--- src/design/crk_pkg.sv ---
`timescale 1ns / 1ps
`default_nettype none
package crk_pkg;

    localparam int TIME_BITS_DEFAULT  = 32;
    localparam int DEG_PER_TOOTH_DEF  = 6;

    // Quotient width of the shared divider: covers 168000000
    localparam int QUO_BITS   = 28;
    // Width of speed * degrees per tooth (speed <= 1000000, degrees <= 30)
    localparam int DENOM_BITS = 25;
    localparam int SPEED_BITS = 20;

    localparam logic [QUO_BITS-1:0] SPD_NUM = 28'd1000000;
    localparam logic [QUO_BITS-1:0] TDC_NUM = 28'd168000000;
    localparam logic [QUO_BITS-1:0] INJ_NUM = 28'd138000000;
    localparam logic [10:0]         INJ_OPEN_US    = 11'd1700;
    localparam logic [11:0]         COIL_CHARGE_US = 12'd3000;

    // Register indexes
    localparam logic [1:0] REG_FUEL_EN  = 2'd0;
    localparam logic [1:0] REG_FUEL_T   = 2'd1;
    localparam logic [1:0] REG_ADV_EN   = 2'd2;
    localparam logic [1:0] REG_ADV_T    = 2'd3;

    typedef struct packed {
        logic [31:0] edge_time;
        logic [11:0] throttle;
    } crk_in_t;

    typedef struct packed {
        logic        injector_on;
        logic        coil_level;
        logic [15:0] tooth_angle;
        logic        cycle_phase;
        logic        gap_seen;
        logic [19:0] speed_value;
    } crk_out_t;

    typedef struct packed {
        logic        fuel_override_enable;
        logic [15:0] fuel_override_time;
        logic        advance_override_enable;
        logic [15:0] advance_override_time;
    } crk_cfg_t;

    localparam logic [11:0] THR_BINS [0:9] = '{
        12'd167, 12'd410, 12'd819, 12'd1229, 12'd1638,
        12'd2048, 12'd2457, 12'd2867, 12'd3276, 12'd3686};

    localparam logic [19:0] SPD_BINS [0:11] = '{
        20'd50, 20'd100, 20'd150, 20'd500, 20'd1000, 20'd1500,
        20'd2000, 20'd2500, 20'd3000, 20'd3500, 20'd4000, 20'd4500};

    localparam logic [15:0] INJ_MAP [0:10] = '{
        16'd0, 16'd546, 16'd1091, 16'd1637, 16'd2182, 16'd2728,
        16'd3273, 16'd3819, 16'd4364, 16'd4910, 16'd5455};

    localparam logic [15:0] ADV_MAP [0:10][0:12] = '{
        '{16'd16667, 16'd9148, 16'd7218, 16'd2562, 16'd1516, 16'd1196, 16'd1062,
          16'd1005, 16'd991, 16'd1006, 16'd1041, 16'd1095, 16'd1167},
        '{16'd16667, 16'd9333, 16'd6556, 16'd2667, 16'd1833, 16'd1556, 16'd1417,
          16'd1333, 16'd1278, 16'd1238, 16'd1208, 16'd1185, 16'd1167},
        '{16'd16667, 16'd9333, 16'd6549, 16'd2573, 16'd1714, 16'd1423, 16'd1289,
          16'd1207, 16'd1150, 16'd1108, 16'd1074, 16'd1043, 16'd1016},
        '{16'd16667, 16'd9333, 16'd6542, 16'd2483, 16'd1603, 16'd1302, 16'd1173,
          16'd1092, 16'd1035, 16'd992, 16'd955, 16'd918, 16'd885},
        '{16'd16667, 16'd9333, 16'd6536, 16'd2396, 16'd1499, 16'd1192, 16'd1068,
          16'd988, 16'd932, 16'd888, 16'd849, 16'd808, 16'd771},
        '{16'd16667, 16'd9333, 16'd6529, 16'd2312, 16'd1401, 16'd1090, 16'd971,
          16'd894, 16'd838, 16'd794, 16'd755, 16'd711, 16'd671},
        '{16'd16667, 16'd9333, 16'd6523, 16'd2232, 16'd1310, 16'd998, 16'd884,
          16'd809, 16'd755, 16'd711, 16'd671, 16'd625, 16'd585},
        '{16'd16667, 16'd9333, 16'd6516, 16'd2153, 16'd1225, 16'd913, 16'd804,
          16'd733, 16'd679, 16'd636, 16'd596, 16'd550, 16'd509},
        '{16'd16667, 16'd9333, 16'd6510, 16'd2078, 16'd1145, 16'd835, 16'd732,
          16'd663, 16'd611, 16'd570, 16'd530, 16'd484, 16'd444},
        '{16'd16667, 16'd9333, 16'd6503, 16'd2005, 16'd1071, 16'd764, 16'd666,
          16'd600, 16'd550, 16'd510, 16'd471, 16'd426, 16'd386},
        '{16'd16667, 16'd9333, 16'd6497, 16'd1935, 16'd1001, 16'd699, 16'd606,
          16'd543, 16'd495, 16'd456, 16'd419, 16'd375, 16'd337}};

    // Throttle bin: index of the last threshold reached, plus one
    function automatic logic [3:0] thr_row(input logic [11:0] thr);
        logic [3:0] r;
        r = 4'd0;
        for (int i = 0; i < 10; i++)
        begin
            if (thr >= THR_BINS[i])
                r = 4'(i + 1);
        end
        return r;
    endfunction

    // Speed bin
    function automatic logic [3:0] spd_col(input logic [19:0] spd);
        logic [3:0] c;
        c = 4'd0;
        for (int i = 0; i < 12; i++)
        begin
            if (spd >= SPD_BINS[i])
                c = 4'(i + 1);
        end
        return c;
    endfunction

endpackage
`default_nettype wire

--- src/design/crank_sync_injection_ignition_timer.sv ---
`timescale 1ns / 1ps
`default_nettype none
// Crank tooth decoder with fuel and spark scheduling.
// Edge channel: each transaction carries one rising tooth edge timestamp
// (microseconds, free running) and a throttle sample. Result channel: one
// transaction per edge with injector and coil levels, tooth angle, engine
// cycle half, the gap flag and the speed used.
// Configuration: APB registers at 0x0 fuel override enable, 0x4 fuel
// override time, 0x8 advance override enable, 0xC advance override time.
// A single bit-serial divider runs three 28-step divisions in turn (speed,
// TDC time, injection start), each opened by a start pulse and closed by a
// done pulse, and the block takes one edge at a time, so edge_ready returns
// in the cycle after the result is written.
// When the receiver stalls, the finished result waits in the output
// register and the block holds its state update until the result slot is
// free. Reset clears all timing state, the registers and the result valid.
module crank_sync_injection_ignition_timer
    import crk_pkg::*;
#(
    parameter int TIME_BITS         = TIME_BITS_DEFAULT,
    parameter int DEGREES_PER_TOOTH = DEG_PER_TOOTH_DEF
)
(
    input  wire logic        clk,
    input  wire logic        rst_n,
    input  wire logic        edge_valid,
    output logic             edge_ready,
    input  wire crk_in_t     edge_data,
    output logic             result_valid,
    input  wire logic        result_ready,
    output crk_out_t         result_data,
    input  wire logic        psel,
    input  wire logic        penable,
    input  wire logic        pwrite,
    input  wire logic [3:0]  paddr,
    input  wire logic [31:0] pwdata,
    output logic [31:0]      prdata,
    output logic             pready
);

    localparam int DVS_W = (TIME_BITS > DENOM_BITS) ? TIME_BITS : DENOM_BITS;
    localparam int GAP_W = TIME_BITS + 5;
    localparam int CMP_W = (TIME_BITS > 30) ? TIME_BITS : 30;

    typedef enum logic [6:0] {
        S_IDLE   = 7'b0000001,
        S_SPD    = 7'b0000010,
        S_TDC_GO = 7'b0000100,
        S_TDC    = 7'b0001000,
        S_INJ_GO = 7'b0010000,
        S_INJ    = 7'b0100000,
        S_FIN    = 7'b1000000
    } crk_state_t;

    crk_state_t state_reg, state_next;

    crk_cfg_t cfg;

    // Timing state; the stored period doubles as the previous period
    logic [TIME_BITS-1:0] last_edge_reg, period_reg, sync_time_reg;
    logic [15:0]          angle_reg;
    logic                 sync_pending_reg, cycle_reg, armed_reg, inj_level_reg, coil_reg;

    // Per-edge working registers
    logic [TIME_BITS-1:0]  now_reg;
    logic [11:0]           thr_reg;
    logic [SPEED_BITS-1:0] speed_reg;
    logic [QUO_BITS-1:0]   tdc_reg, inj_reg;

    logic     out_valid_reg;
    crk_out_t out_data_reg;

    // Divider hookup
    logic                div_start, div_done;
    logic [QUO_BITS-1:0] div_dividend, div_quo;
    logic [DVS_W-1:0]    div_divisor;
    logic [DENOM_BITS-1:0] denom;

    crk_apb_regs u_regs (
        .clk     (clk),
        .rst_n   (rst_n),
        .psel    (psel),
        .penable (penable),
        .pwrite  (pwrite),
        .paddr   (paddr),
        .pwdata  (pwdata),
        .prdata  (prdata),
        .pready  (pready),
        .cfg     (cfg)
    );

    crk_div #(.DVS_W(DVS_W)) u_div (
        .clk      (clk),
        .rst_n    (rst_n),
        .start    (div_start),
        .dividend (div_dividend),
        .divisor  (div_divisor),
        .done     (div_done),
        .quotient (div_quo)
    );

    logic accept_in, slot_free, commit;

    assign edge_ready   = (state_reg == S_IDLE);
    assign accept_in    = edge_valid && edge_ready;
    assign slot_free    = !out_valid_reg || result_ready;
    assign commit       = (state_reg == S_FIN) && slot_free;
    assign result_valid = out_valid_reg;
    assign result_data  = out_data_reg;

    assign denom = DENOM_BITS'(speed_reg) * DENOM_BITS'(DEGREES_PER_TOOTH);

    // Drive the divider: period first, then the two angle times
    always_comb
    begin
        div_start    = 1'b0;
        div_dividend = SPD_NUM;
        div_divisor  = DVS_W'(period_reg);
        case (state_reg)
            S_IDLE:
            begin
                div_start = accept_in;
            end
            S_TDC_GO:
            begin
                div_start    = 1'b1;
                div_dividend = TDC_NUM;
                div_divisor  = DVS_W'(denom);
            end
            S_INJ_GO:
            begin
                div_start    = 1'b1;
                div_dividend = INJ_NUM;
                div_divisor  = DVS_W'(denom);
            end
            default: ;
        endcase
    end

    // Sequence the steps of one edge
    always_comb
    begin
        state_next = state_reg;
        case (state_reg)
            S_IDLE:   if (accept_in) state_next = S_SPD;
            S_SPD:    if (div_done)  state_next = S_TDC_GO;
            S_TDC_GO: state_next = S_TDC;
            S_TDC:    if (div_done)  state_next = S_INJ_GO;
            S_INJ_GO: state_next = S_INJ;
            S_INJ:    if (div_done)  state_next = S_FIN;
            S_FIN:    if (slot_free) state_next = S_IDLE;
            default:  state_next = S_IDLE;
        endcase
    end

    // Final update, all from registered operands
    logic [TIME_BITS-1:0] new_period, sync_t_eff, elapsed;
    logic                 cycle_eff, armed_eff, gap;
    logic [GAP_W-1:0]     prev_x21, cur_x20;
    logic [3:0]           row, col;
    logic [15:0]          inj_use, adv;
    logic [QUO_BITS:0]    off_th;
    logic signed [29:0]   fire_th, charge_th;
    logic [CMP_W-1:0]     el_ext;
    logic                 inj_level_new, armed_new, coil_new;

    always_comb
    begin
        new_period = now_reg - last_edge_reg;
        cycle_eff  = sync_pending_reg ? !cycle_reg : cycle_reg;
        armed_eff  = sync_pending_reg ? 1'b1 : armed_reg;
        sync_t_eff = sync_pending_reg ? now_reg : sync_time_reg;

        prev_x21 = GAP_W'(period_reg) * GAP_W'(21);
        cur_x20  = GAP_W'(new_period) * GAP_W'(20);
        gap      = prev_x21 < cur_x20;

        elapsed = now_reg - sync_t_eff;
        el_ext  = CMP_W'(elapsed);

        row     = thr_row(thr_reg);
        col     = spd_col(speed_reg);
        inj_use = cfg.fuel_override_enable ? cfg.fuel_override_time : INJ_MAP[row];
        adv     = cfg.advance_override_enable ? cfg.advance_override_time
                                              : ADV_MAP[row][col];

        // Injector window, only in the injection revolution while armed
        off_th        = (QUO_BITS+1)'(inj_reg) + (QUO_BITS+1)'(INJ_OPEN_US)
                        + (QUO_BITS+1)'(inj_use);
        inj_level_new = inj_level_reg;
        armed_new     = armed_eff;
        if (!cycle_eff && armed_eff)
        begin
            if (el_ext >= CMP_W'(inj_reg))
                inj_level_new = 1'b1;
            if (el_ext >= CMP_W'(off_th))
            begin
                inj_level_new = 1'b0;
                armed_new     = 1'b0;
            end
        end

        // Coil: skip thresholds that fall below zero
        fire_th   = $signed({2'b00, tdc_reg}) - $signed({14'd0, adv});
        charge_th = fire_th - $signed({18'd0, COIL_CHARGE_US});
        coil_new  = coil_reg;
        if (!charge_th[29] && el_ext >= CMP_W'(charge_th[28:0]))
            coil_new = 1'b0;
        if (!fire_th[29] && el_ext >= CMP_W'(fire_th[28:0]))
            coil_new = 1'b1;
    end

    // Control and timing state
    always_ff @(posedge clk or negedge rst_n)
    begin
        if (!rst_n)
        begin
            state_reg        <= S_IDLE;
            out_valid_reg    <= 1'b0;
            last_edge_reg    <= '0;
            period_reg       <= '0;
            sync_time_reg    <= '0;
            angle_reg        <= '0;
            sync_pending_reg <= 1'b0;
            cycle_reg        <= 1'b0;
            armed_reg        <= 1'b0;
            inj_level_reg    <= 1'b0;
            coil_reg         <= 1'b0;
        end
        else
        begin
            state_reg <= state_next;
            if (commit)
                out_valid_reg <= 1'b1;
            else if (result_valid && result_ready)
                out_valid_reg <= 1'b0;
            if (commit)
            begin
                period_reg       <= new_period;
                last_edge_reg    <= now_reg;
                sync_time_reg    <= sync_t_eff;
                cycle_reg        <= cycle_eff;
                sync_pending_reg <= gap;
                angle_reg        <= gap ? 16'd0 : angle_reg + 16'(DEGREES_PER_TOOTH);
                armed_reg        <= armed_new;
                inj_level_reg    <= inj_level_new;
                coil_reg         <= coil_new;
            end
        end
    end

    // Working registers and result payload
    always_ff @(posedge clk)
    begin
        if (accept_in)
        begin
            now_reg <= TIME_BITS'(edge_data.edge_time);
            thr_reg <= edge_data.throttle;
        end
        if (state_reg == S_SPD && div_done)
        begin
            if (period_reg == '0 || div_quo == '0)
                speed_reg <= SPEED_BITS'(1);
            else
                speed_reg <= div_quo[SPEED_BITS-1:0];
        end
        if (state_reg == S_TDC && div_done)
            tdc_reg <= div_quo;
        if (state_reg == S_INJ && div_done)
            inj_reg <= div_quo;
        if (commit)
        begin
            out_data_reg.injector_on <= inj_level_new;
            out_data_reg.coil_level  <= coil_new;
            out_data_reg.tooth_angle <= gap ? 16'd0 : angle_reg + 16'(DEGREES_PER_TOOTH);
            out_data_reg.cycle_phase <= cycle_eff;
            out_data_reg.gap_seen    <= gap;
            out_data_reg.speed_value <= speed_reg;
        end
    end

endmodule
`default_nettype wire

--- src/design/crk_apb_regs.sv ---
`timescale 1ns / 1ps
`default_nettype none
module crk_apb_regs
    import crk_pkg::*;
(
    input  wire logic        clk,
    input  wire logic        rst_n,
    input  wire logic        psel,
    input  wire logic        penable,
    input  wire logic        pwrite,
    input  wire logic [3:0]  paddr,
    input  wire logic [31:0] pwdata,
    output logic [31:0]      prdata,
    output logic             pready,
    output crk_cfg_t         cfg
);

    crk_cfg_t   cfg_reg;
    logic [1:0] idx;
    logic       wr_en;

    assign idx    = paddr[3:2];
    assign wr_en  = psel && penable && pwrite;
    assign pready = 1'b1;
    assign cfg    = cfg_reg;

    // Write the addressed register in the access phase
    always_ff @(posedge clk or negedge rst_n)
    begin
        if (!rst_n)
        begin
            cfg_reg <= '0;
        end
        else if (wr_en)
        begin
            case (idx)
                REG_FUEL_EN: cfg_reg.fuel_override_enable    <= pwdata[0];
                REG_FUEL_T:  cfg_reg.fuel_override_time      <= pwdata[15:0];
                REG_ADV_EN:  cfg_reg.advance_override_enable <= pwdata[0];
                REG_ADV_T:   cfg_reg.advance_override_time   <= pwdata[15:0];
                default: ;
            endcase
        end
    end

    // Read back
    always_comb
    begin
        case (idx)
            REG_FUEL_EN: prdata = {31'd0, cfg_reg.fuel_override_enable};
            REG_FUEL_T:  prdata = {16'd0, cfg_reg.fuel_override_time};
            REG_ADV_EN:  prdata = {31'd0, cfg_reg.advance_override_enable};
            REG_ADV_T:   prdata = {16'd0, cfg_reg.advance_override_time};
            default:     prdata = 32'd0;
        endcase
    end

endmodule
`default_nettype wire

--- src/design/crk_div.sv ---
`timescale 1ns / 1ps
`default_nettype none
module crk_div
    import crk_pkg::*;
#(
    parameter int DVS_W = 32
)
(
    input  wire logic                 clk,
    input  wire logic                 rst_n,
    input  wire logic                 start,
    input  wire logic [QUO_BITS-1:0]  dividend,
    input  wire logic [DVS_W-1:0]     divisor,
    output logic                      done,
    output logic [QUO_BITS-1:0]       quotient
);

    localparam int CNT_W = $clog2(QUO_BITS + 1);

    logic [QUO_BITS-1:0] quo_reg;
    logic [DVS_W-1:0]    rem_reg;
    logic [DVS_W-1:0]    dvs_reg;
    logic [CNT_W-1:0]    cnt_reg;
    logic                busy_reg;
    logic                done_reg;
    logic [DVS_W:0]      trial;
    logic [DVS_W:0]      diff;
    logic                fits;
    logic                last_step;

    // One restoring step: shift in the next dividend bit, subtract if it fits
    assign trial = {rem_reg, quo_reg[QUO_BITS-1]};
    assign diff  = trial - {1'b0, dvs_reg};
    assign fits  = (trial >= {1'b0, dvs_reg});

    assign last_step = busy_reg && (cnt_reg == CNT_W'(QUO_BITS - 1));

    assign done     = done_reg;
    assign quotient = quo_reg;

    always_ff @(posedge clk or negedge rst_n)
    begin
        if (!rst_n)
        begin
            busy_reg <= 1'b0;
            done_reg <= 1'b0;
            cnt_reg  <= '0;
        end
        else
        begin
            done_reg <= last_step;
            if (start && !busy_reg)
            begin
                busy_reg <= 1'b1;
                cnt_reg  <= '0;
            end
            else if (busy_reg)
            begin
                cnt_reg <= cnt_reg + 1'b1;
                if (last_step)
                    busy_reg <= 1'b0;
            end
        end
    end

    always_ff @(posedge clk)
    begin
        if (start && !busy_reg)
        begin
            quo_reg <= dividend;
            rem_reg <= '0;
            dvs_reg <= divisor;
        end
        else if (busy_reg)
        begin
            quo_reg <= {quo_reg[QUO_BITS-2:0], fits};
            rem_reg <= fits ? diff[DVS_W-1:0] : trial[DVS_W-1:0];
        end
    end

endmodule
`default_nettype wire

--- config.mk ---
export PLATFORM = sky130hd
export DESIGN_NAME = crank_sync_injection_ignition_timer
export DESIGN_NICKNAME = d
export VERILOG_FILES = /design/src/design/crk_pkg.sv /design/src/design/crank_sync_injection_ignition_timer.sv /design/src/design/crk_apb_regs.sv /design/src/design/crk_div.sv
export SDC_FILE = /design/constraint.sdc
export NUM_CORES = 2
export LEC_CHECK = 0
export BUFFER_PORTS_ARGS = -buffer_cell sky130_fd_sc_hd__buf_2
export CORE_MARGIN = 4
export CORE_UTILIZATION = 37
export DETAILED_ROUTE_END_ITERATION = 6
export PLACE_DENSITY = 0.63
export SLEW_MARGIN = 40
export SYNTH_ARGS = -nofsm -noshare
export SYNTH_HDL_FRONTEND = slang
export SYNTH_HIERARCHICAL = 1
export SYNTH_SLANG_ARGS = --single-unit
--- constraint.sdc ---
create_clock -name clk -period 21.4 [get_ports clk]
set_clock_uncertainty 0.2 [all_clocks]
set_input_delay 4.28 -clock clk [delete_from_list [all_inputs] [get_ports clk]]
set_output_delay 4.28 -clock clk [all_outputs]
set_load 0.01 [all_outputs]
Yosys cells after proc, flatten, opt, wreduce, memory -nomap -nowiden
Memory sizes are Yosys's and may differ from the RTL's.
Cells that the tools add are included.

word-level totals
  register bits after elaboration = 418
  bits in latches = 0
  RAM bits = 0
  bits in read-only memories = 3,584
  input bits = 87
  output and inout port bits = 75
  logic and storage cells = 189
  memories = 2

memories
  memory            words  bits a word  rd ports  clocked after memory_dff  write ports  RTL line                                    text
  (name not given)  16     208          1         0                         0            crank_sync_injection_ignition_timer.sv:185  : ADV_MAP[row][col];
  (name not given)  16     16           1         0                         0            crank_sync_injection_ignition_timer.sv:183  inj_use = cfg.fuel_override_enable ? cfg.fuel_override_time : INJ_MAP[row];

cells by class
  add/sub/neg operators = 9
  multipliers = 3
  div/mod/pow operators = 0
  $lt $le $gt $ge = 30
  equality and inequality tests = 16
  shift-type cells = 0
  multiplexer cells = 62
  bitwise gates (word level) = 2
  reduce and logical (&&, ||, !) cells = 32

operator list
  cell                                                                     number
  208-bit two-way mux                                                      2
  32-bit one-hot mux with 4 select lines                                   1
  16-bit two-way mux                                                       7
  32-bit by 29-bit >= comparator with 1-bit output                         3
  32-bit subtractor                                                        3
  20-bit by 12-bit >= comparator with 1-bit output, second input constant  4
  4-bit two-way mux                                                        20
  16-bit binary-select mux with 4-bit select                               1
  32-bit two-way mux                                                       2
  12-bit >= comparator, second input constant                              5
  28-bit two-way mux                                                       2
  28-bit one-hot mux with 2 select lines                                   1
  7-bit one-hot mux with 7 select lines                                    1
  20-bit by 11-bit >= comparator with 1-bit output, second input constant  2
  37-bit less-than comparator                                              1
  32-bit by 5-bit multiplier with 37-bit output, second input constant     1
  32-bit by 3-bit multiplier with 35-bit output, second input constant     1
  7-bit two-way mux                                                        5
  33-bit by 32-bit >= comparator with 1-bit output                         1
  32-bit by 28-bit >= comparator with 1-bit output                         1
  32-bit logical NOT                                                       1
  29-bit by 13-bit subtractor with 30-bit output, second input constant    1
  28-bit by 11-bit adder with 29-bit output, second input constant         1
  29-bit by 16-bit adder with 29-bit output                                1
  other kinds (41)                                                         86

Longest topological paths before layout
  word-level depth = 25
  gate-level depth with buffers = 41
  depth with buffers taken out = 39

By module
The synthesis kept the hierarchy.

by module, submodules not included
  module                               times used  cells an instance  area each (um^2)
  crank_sync_injection_ignition_timer  1           3,387              29,251.8
  crk_div                              1           588                5,878.1
  crk_apb_regs                         1           132                1,799.2

Worst setup path before layout
Ideal clock, no wire load.

  path type = input -> output
  start point = input port paddr[3]
  end point = output port prdata[0]
  arrival time = 5,033 ps
  path slack = 11,887 ps
  stages = 3
  path through = buf_6 -> buf_2 -> mux4_1

on the way
  longest elaborated chain between the ends = 2
  elaborated cells between the ends (all ways) = 5

RTL lines
  element                                      RTL line                                   text
  start, declared                              crank_sync_injection_ignition_timer.sv:35  input wire logic [3:0] paddr,
  2-bit equality test (tied with other cells)  crk_apb_regs.sv:49                         case (idx)
  32-bit one-hot mux with 4 select lines (*)   crk_apb_regs.sv:49
  end, declared                                crank_sync_injection_ignition_timer.sv:37  output logic [31:0] prdata,

Every way passes the cells marked *; elsewhere a longest branch is shown, timed or not. The select of a mux whose other input is x is not followed.

Final worst setup path
  start point = register thr_reg[11]
  end point = register out_data_reg, in the netlist result_data[38], data pin

on the way
  longest elaborated chain between the ends = 25
  elaborated cells between the ends (all ways) = 38

RTL lines
  element                                                                                RTL line                                    text
  start, declared                                                                        crank_sync_injection_ignition_timer.sv:66   logic [11:0] thr_reg;
  start signal, assigned                                                                 crank_sync_injection_ignition_timer.sv:258  thr_reg <= edge_data.throttle;
  12-bit by 8-bit >= comparator with 1-bit output                                        crk_pkg.sv:89                               if (thr >= THR_BINS[i])
  1-bit two-way mux                                                                      crk_pkg.sv:89
  4-bit two-way mux (8 in a row)                                                         crk_pkg.sv:89
  4-bit two-way mux (*)                                                                  crk_pkg.sv:89
  4-bit NOT with 5-bit output (implied by the code) (*)                                  crank_sync_injection_ignition_timer.sv:185
  memory read 16 x 208 bit (*)                                                           n/a
  208-bit two-way mux (implied by the code) (*) (2 in a row)                             crank_sync_injection_ignition_timer.sv:185
  16-bit binary-select mux with 4-bit select (*)                                         crank_sync_injection_ignition_timer.sv:185
  16-bit two-way mux (implied by the code) (*) (2 in a row)                              crank_sync_injection_ignition_timer.sv:185
  16-bit two-way mux (*)                                                                 crank_sync_injection_ignition_timer.sv:184  adv = cfg.advance_override_enable ? cfg.advance_override_time
  28-bit by 16-bit subtractor with 29-bit output (*)                                     crank_sync_injection_ignition_timer.sv:204  fire_th = $signed({2'b00, tdc_reg}) - $signed({14'd0, adv});
  29-bit by 13-bit subtractor with 30-bit output                                         crank_sync_injection_ignition_timer.sv:205  charge_th = fire_th - $signed({18'd0, COIL_CHARGE_US});
  32-bit by 29-bit >= comparator with 1-bit output or 1-bit logical NOT (tied branches)  crank_sync_injection_ignition_timer.sv:207  if (!charge_th[29] && el_ext >= CMP_W'(charge_th[28:0]))
  1-bit logical AND                                                                      crank_sync_injection_ignition_timer.sv:207
  1-bit two-way mux                                                                      crank_sync_injection_ignition_timer.sv:207
  1-bit two-way mux (*)                                                                  crank_sync_injection_ignition_timer.sv:209  if (!fire_th[29] && el_ext >= CMP_W'(fire_th[28:0]))
  named net coil_new                                                                     crank_sync_injection_ignition_timer.sv:165  logic inj_level_new, armed_new, coil_new;
  end, declared                                                                          crank_sync_injection_ignition_timer.sv:71   crk_out_t out_data_reg;

Mark *: on every way through the listed nets, which the timed path passes. The rest lies on a longest branch. The select of a mux whose other input is x is not followed.
A chain may end at the register's enable or synchronous reset.

==> run_results.csv <==
group,metric,value,unit
run_status,run_status,"completed",
timing,layout_min_cycle_time,10.68,ns
logic_synthesis,synth-edff-count,220,
critical_path,endpoint_arrival_time_on_the_critical_path,10.85,ns
layout,postLayoutCellArea,40600,µm²
timing,max_slew_margin,38.8,%
logic_synthesis,synth.yosys.warnings,6,
logic_synthesis,post_synth_num_cell_types,105,
timing,worst_pin_slew,0.912,ns
placed_design,gp_congestion,0.970,
layout,design.final.nets,4832,
placed_design,detailed_place.area,38900,µm²
placed_design,hpwl,81000,µm
detailed_routing,wl_per_cell,19.1,µm
timing,finalSetupViolations,0,
global_routing,globalRoute.totalOverflow,0,
layout,drive_above_1_share,8.96,%
layout,flow.area_growth_from_synthesis,10.0,%
timing,maxSlewViolCount,0,
detailed_routing,num_vias,30700,
logic_synthesis,syn_avg_cell_area,8.99,µm²
cts,cts_num_sinks,418,
cts,post_cts.resized_instances,0,
critical_path,reg2regPathDepth,36,
critical_path,crit_path_max_delay_cell_type,"edfxtp_1",
detailed_routing,drt-pass1-iter-count,6,
cts,postCtsSetupRepairBufs,0,
logic_synthesis,synth_compound_area_share,19.6,%
cts,clock_path_buffers,3,
logic_synthesis,postSynthCellCount,4107,
critical_path,crit_path_start_kind,"register",
critical_path,regToRegStartpoint,"thr_reg[11]$_DFFE_PP_",
die,floorplan.io_pins,162,
cts,root_buffer,"clkbuf_16",
critical_path,setup.worst_path.end_class,"register",
detailed_routing,post-route-drc-count,0,
logic_synthesis,synth_simple_gate_area_share,14.8,%
placed_design,placement.io_buffers,126,
detailed_routing,avgViaCountPerCell,5.56,
timing,fin_tns_setup,0,ns
worst_hold_path,min_path_type,"register to register",
logic_synthesis,synth.ff_latch_count,418,
critical_path,timing.setup.critical_path_class,"register to register",
job,cap_violations,0,
cts,cts-htree-levels,2,
global_routing,grt_pass1_vias,29400,
global_routing,first_pass_grt_wire_length,166000,µm
die,floorplan.initialDensity,37.4,%
power,max-vdd-ir-drop,0.0805,mV
logic_synthesis,synth.cell_area,36900,µm²
logic_synthesis,postSynth.asyncResetShare,39.7,%
detailed_routing,remaining_antenna_violation_count_after_routing,0,
critical_path,required_time_reported_for_the_critical_path_endpoint,21.57,ns
power,cellLeakagePower,18.2,nW
global_routing,number_of_antenna_violations_at_the_first_check_in_global_routing,1,
timing,worst_slack,10.72,ns
global_routing,global_route.usage.total,19.8,%
layout,largest_register_ff_count,40,
logic_synthesis,combinational_family_with_the_most_area_after_synthesis,"compound AO/OA/AOI/OAI gates",
die,floorplan.core_area,98700,µm²
cts,numCtsBuffers,49,
logic_synthesis,synth_mux_area_share,3.92,%
critical_path,r2r_setup_slack,10.72,ns
logic_synthesis,synthAdderAreaFrac,19.5,%
detailed_routing,routed_wirelength,106000,µm
critical_path,reg2reg_capture_point,"result_data[38]$_DFFE_PP_",
power,power_density,100,nW/µm²
detailed_routing,drt_iter0_markers,2645,
logic_synthesis,synth_top_flop_cell,"edfxtp_1",
die,die-area,105000,µm²
global_routing,grt_max_degree,107,
die,fp.dieH,324,µm
timing,fmax,93.6,MHz
critical_path,cp-endpoint,"result_data[38]$_DFFE_PP_",
timing,period_share,49.9,%
critical_path,critical_path.max_stage_delay,0.86,ns
logic_synthesis,synth_seq_area_share,30.9,%
timing,report.final.hold_viol_count,0,
cts,worst_setup_hold_path_clk_slew,0.07,ns
timing,finalHoldWorstSlack,0.278,ns
layout,most_frequent_cells_in_the_layout,"520 x ha_1, 372 x inv_1, 363 x nand2_1",
cts,tritoncts,"done",
critical_path,worstPathMaxFanout,20,
logic_synthesis,yosys.area_share.xor_xnor,5.45,%
die,die_w,324,µm
die,core.rowCount,115,
layout,mostFrequentLayoutCell,"ha_1",
timing,rsz0062_at_grt,"no",
cts,clock_latency,0.62,ns
critical_path,cp-startpoint,"thr_reg[11]$_DFFE_PP_",
placed_design,dpl_worst_slack,11.10,ns
cts,cts_hold_buf,0,
[cell usage after synthesis, drive strengths merged, types with 13 or more instances]
library cell / number / share of area (%)
a21o: 107 / 2.2
mux2i: 55 / 1.5
buf: 62 / 1.1
o2111ai: 18 / 0.43
nor3: 82 / 1.1
a211oi: 37 / 0.77
nor2b: 74 / 1.3
dfxtp: 32 / 1.7
and3: 41 / 0.69
fa: 34 / 1.8
edfxtp: 220 / 18
nand2b: 55 / 0.93
a21boi: 16 / 0.33
mux2: 74 / 2.4
o21bai: 26 / 0.56
xor2: 84 / 2.0
nor4: 35 / 0.59
a221o: 16 / 0.43
dfrtp: 165 / 11
clkbuf: 87 / 0.88
o211ai: 51 / 1.1
o41ai: 13 / 0.31
or2: 14 / 0.24
or3: 22 / 0.37
nand3: 75 / 1.0
o21a: 38 / 0.77
nor2: 230 / 2.3
nand2: 365 / 3.7
nand4: 56 / 0.99
ha: 520 / 18
a21oi: 259 / 3.5
o21ai: 333 / 4.6
xnor2: 146 / 3.5
a31oi: 28 / 0.47
o31ai: 34 / 0.69
and2: 37 / 0.63
inv: 376 / 3.8
[worst min-delay path by stage]
stage,start,to,cells past startpoint
floorplan,u_div/rem_reg[31]$_SDFFE_PP0P_,u_div/rem_reg[31]$_SDFFE_PP0P_,2
global placement,u_div/rem_reg[31]$_SDFFE_PP0P_,u_div/rem_reg[31]$_SDFFE_PP0P_,2
detailed placement,u_div/rem_reg[31]$_SDFFE_PP0P_,u_div/rem_reg[31]$_SDFFE_PP0P_,2
CTS,u_div/rem_reg[31]$_SDFFE_PP0P_,u_div/rem_reg[31]$_SDFFE_PP0P_,2
global route,u_div/rem_reg[31]$_SDFFE_PP0P_,u_div/rem_reg[31]$_SDFFE_PP0P_,2
finish,u_div/rem_reg[31]$_SDFFE_PP0P_,u_div/rem_reg[31]$_SDFFE_PP0P_,2
[metal layers]
layer  vias up  part of all wire, %  GRT usage (%)
met2       892                   44           31.1
met3       175                  6.1           2.58
met1     14600                   48           28.6
met5         -                    0              0
li1      15000                    -              -
met4         0                  2.6           5.31
[where the power goes]
part | leakage (nW) | total (mW) | internal (mW) | switching (mW)
Clock | 0.814 | 0.888 | 0.522 | 0.367
Combinational | 13.1 | 2.05 | 0.853 | 1.20
Sequential | 4.27 | 1.14 | 1.00 | 0.134
Total | 18.2 | 4.07 | 2.38 | 1.70
[through the flow]
stage	cells	power (mW)	util (%)
2_1_floorplan	4133	2.63	-
3_3_place_gp	5426	3.14	39.3
3_5_place_dp	5427	3.16	39.4
4_1_cts	5519	4.08	41.1
5_1_grt	5519	4.40	41.2
6_report	5521	4.07	41.2
[cell families (layout without fill, tap and decap cells)]
logic type | count (synthesis) | after routing
adders and majority gates | 554 | 554
and+or+nand+nor | 1128 | 1128
xor gates and xnor gates | 230 | 230
DFF | 418 | 418
buffers and inverters | 527 | 626
other | 4 | 32
AOI/OAI and AO/OA | 1116 | 1116
muxes | 130 | 130
[critical path, delay by kind of cell (launching register included)]
family                     cells  cell delay (ns)
AOI/OAI and AO/OA             12             2.93
xor gates and xnor gates       2             0.56
adders and majority gates      4             1.65
buffers and inverters          3             0.92
DFF                            1             0.86
and+or+nand+nor               15             3.32
[layout make-up]
| type | count | area, µm² |
|---|---|---|
| Sequential cell | 418 | 11400 |
| Tap cell | 1287 | 1610 |
| Clock inverter | 30 | 373 |
| Antenna cell | 2 | 5.00 |
| Fill cell | 9794 | 58100 |
| Clock buffer | 62 | 1340 |
| Inverter | 378 | 1430 |
| Multi-Input combinational cell | 3188 | 23600 |
| Timing Repair Buffer | 156 | 883 |
Note: power is estimated with default switching activity, not from simulation.
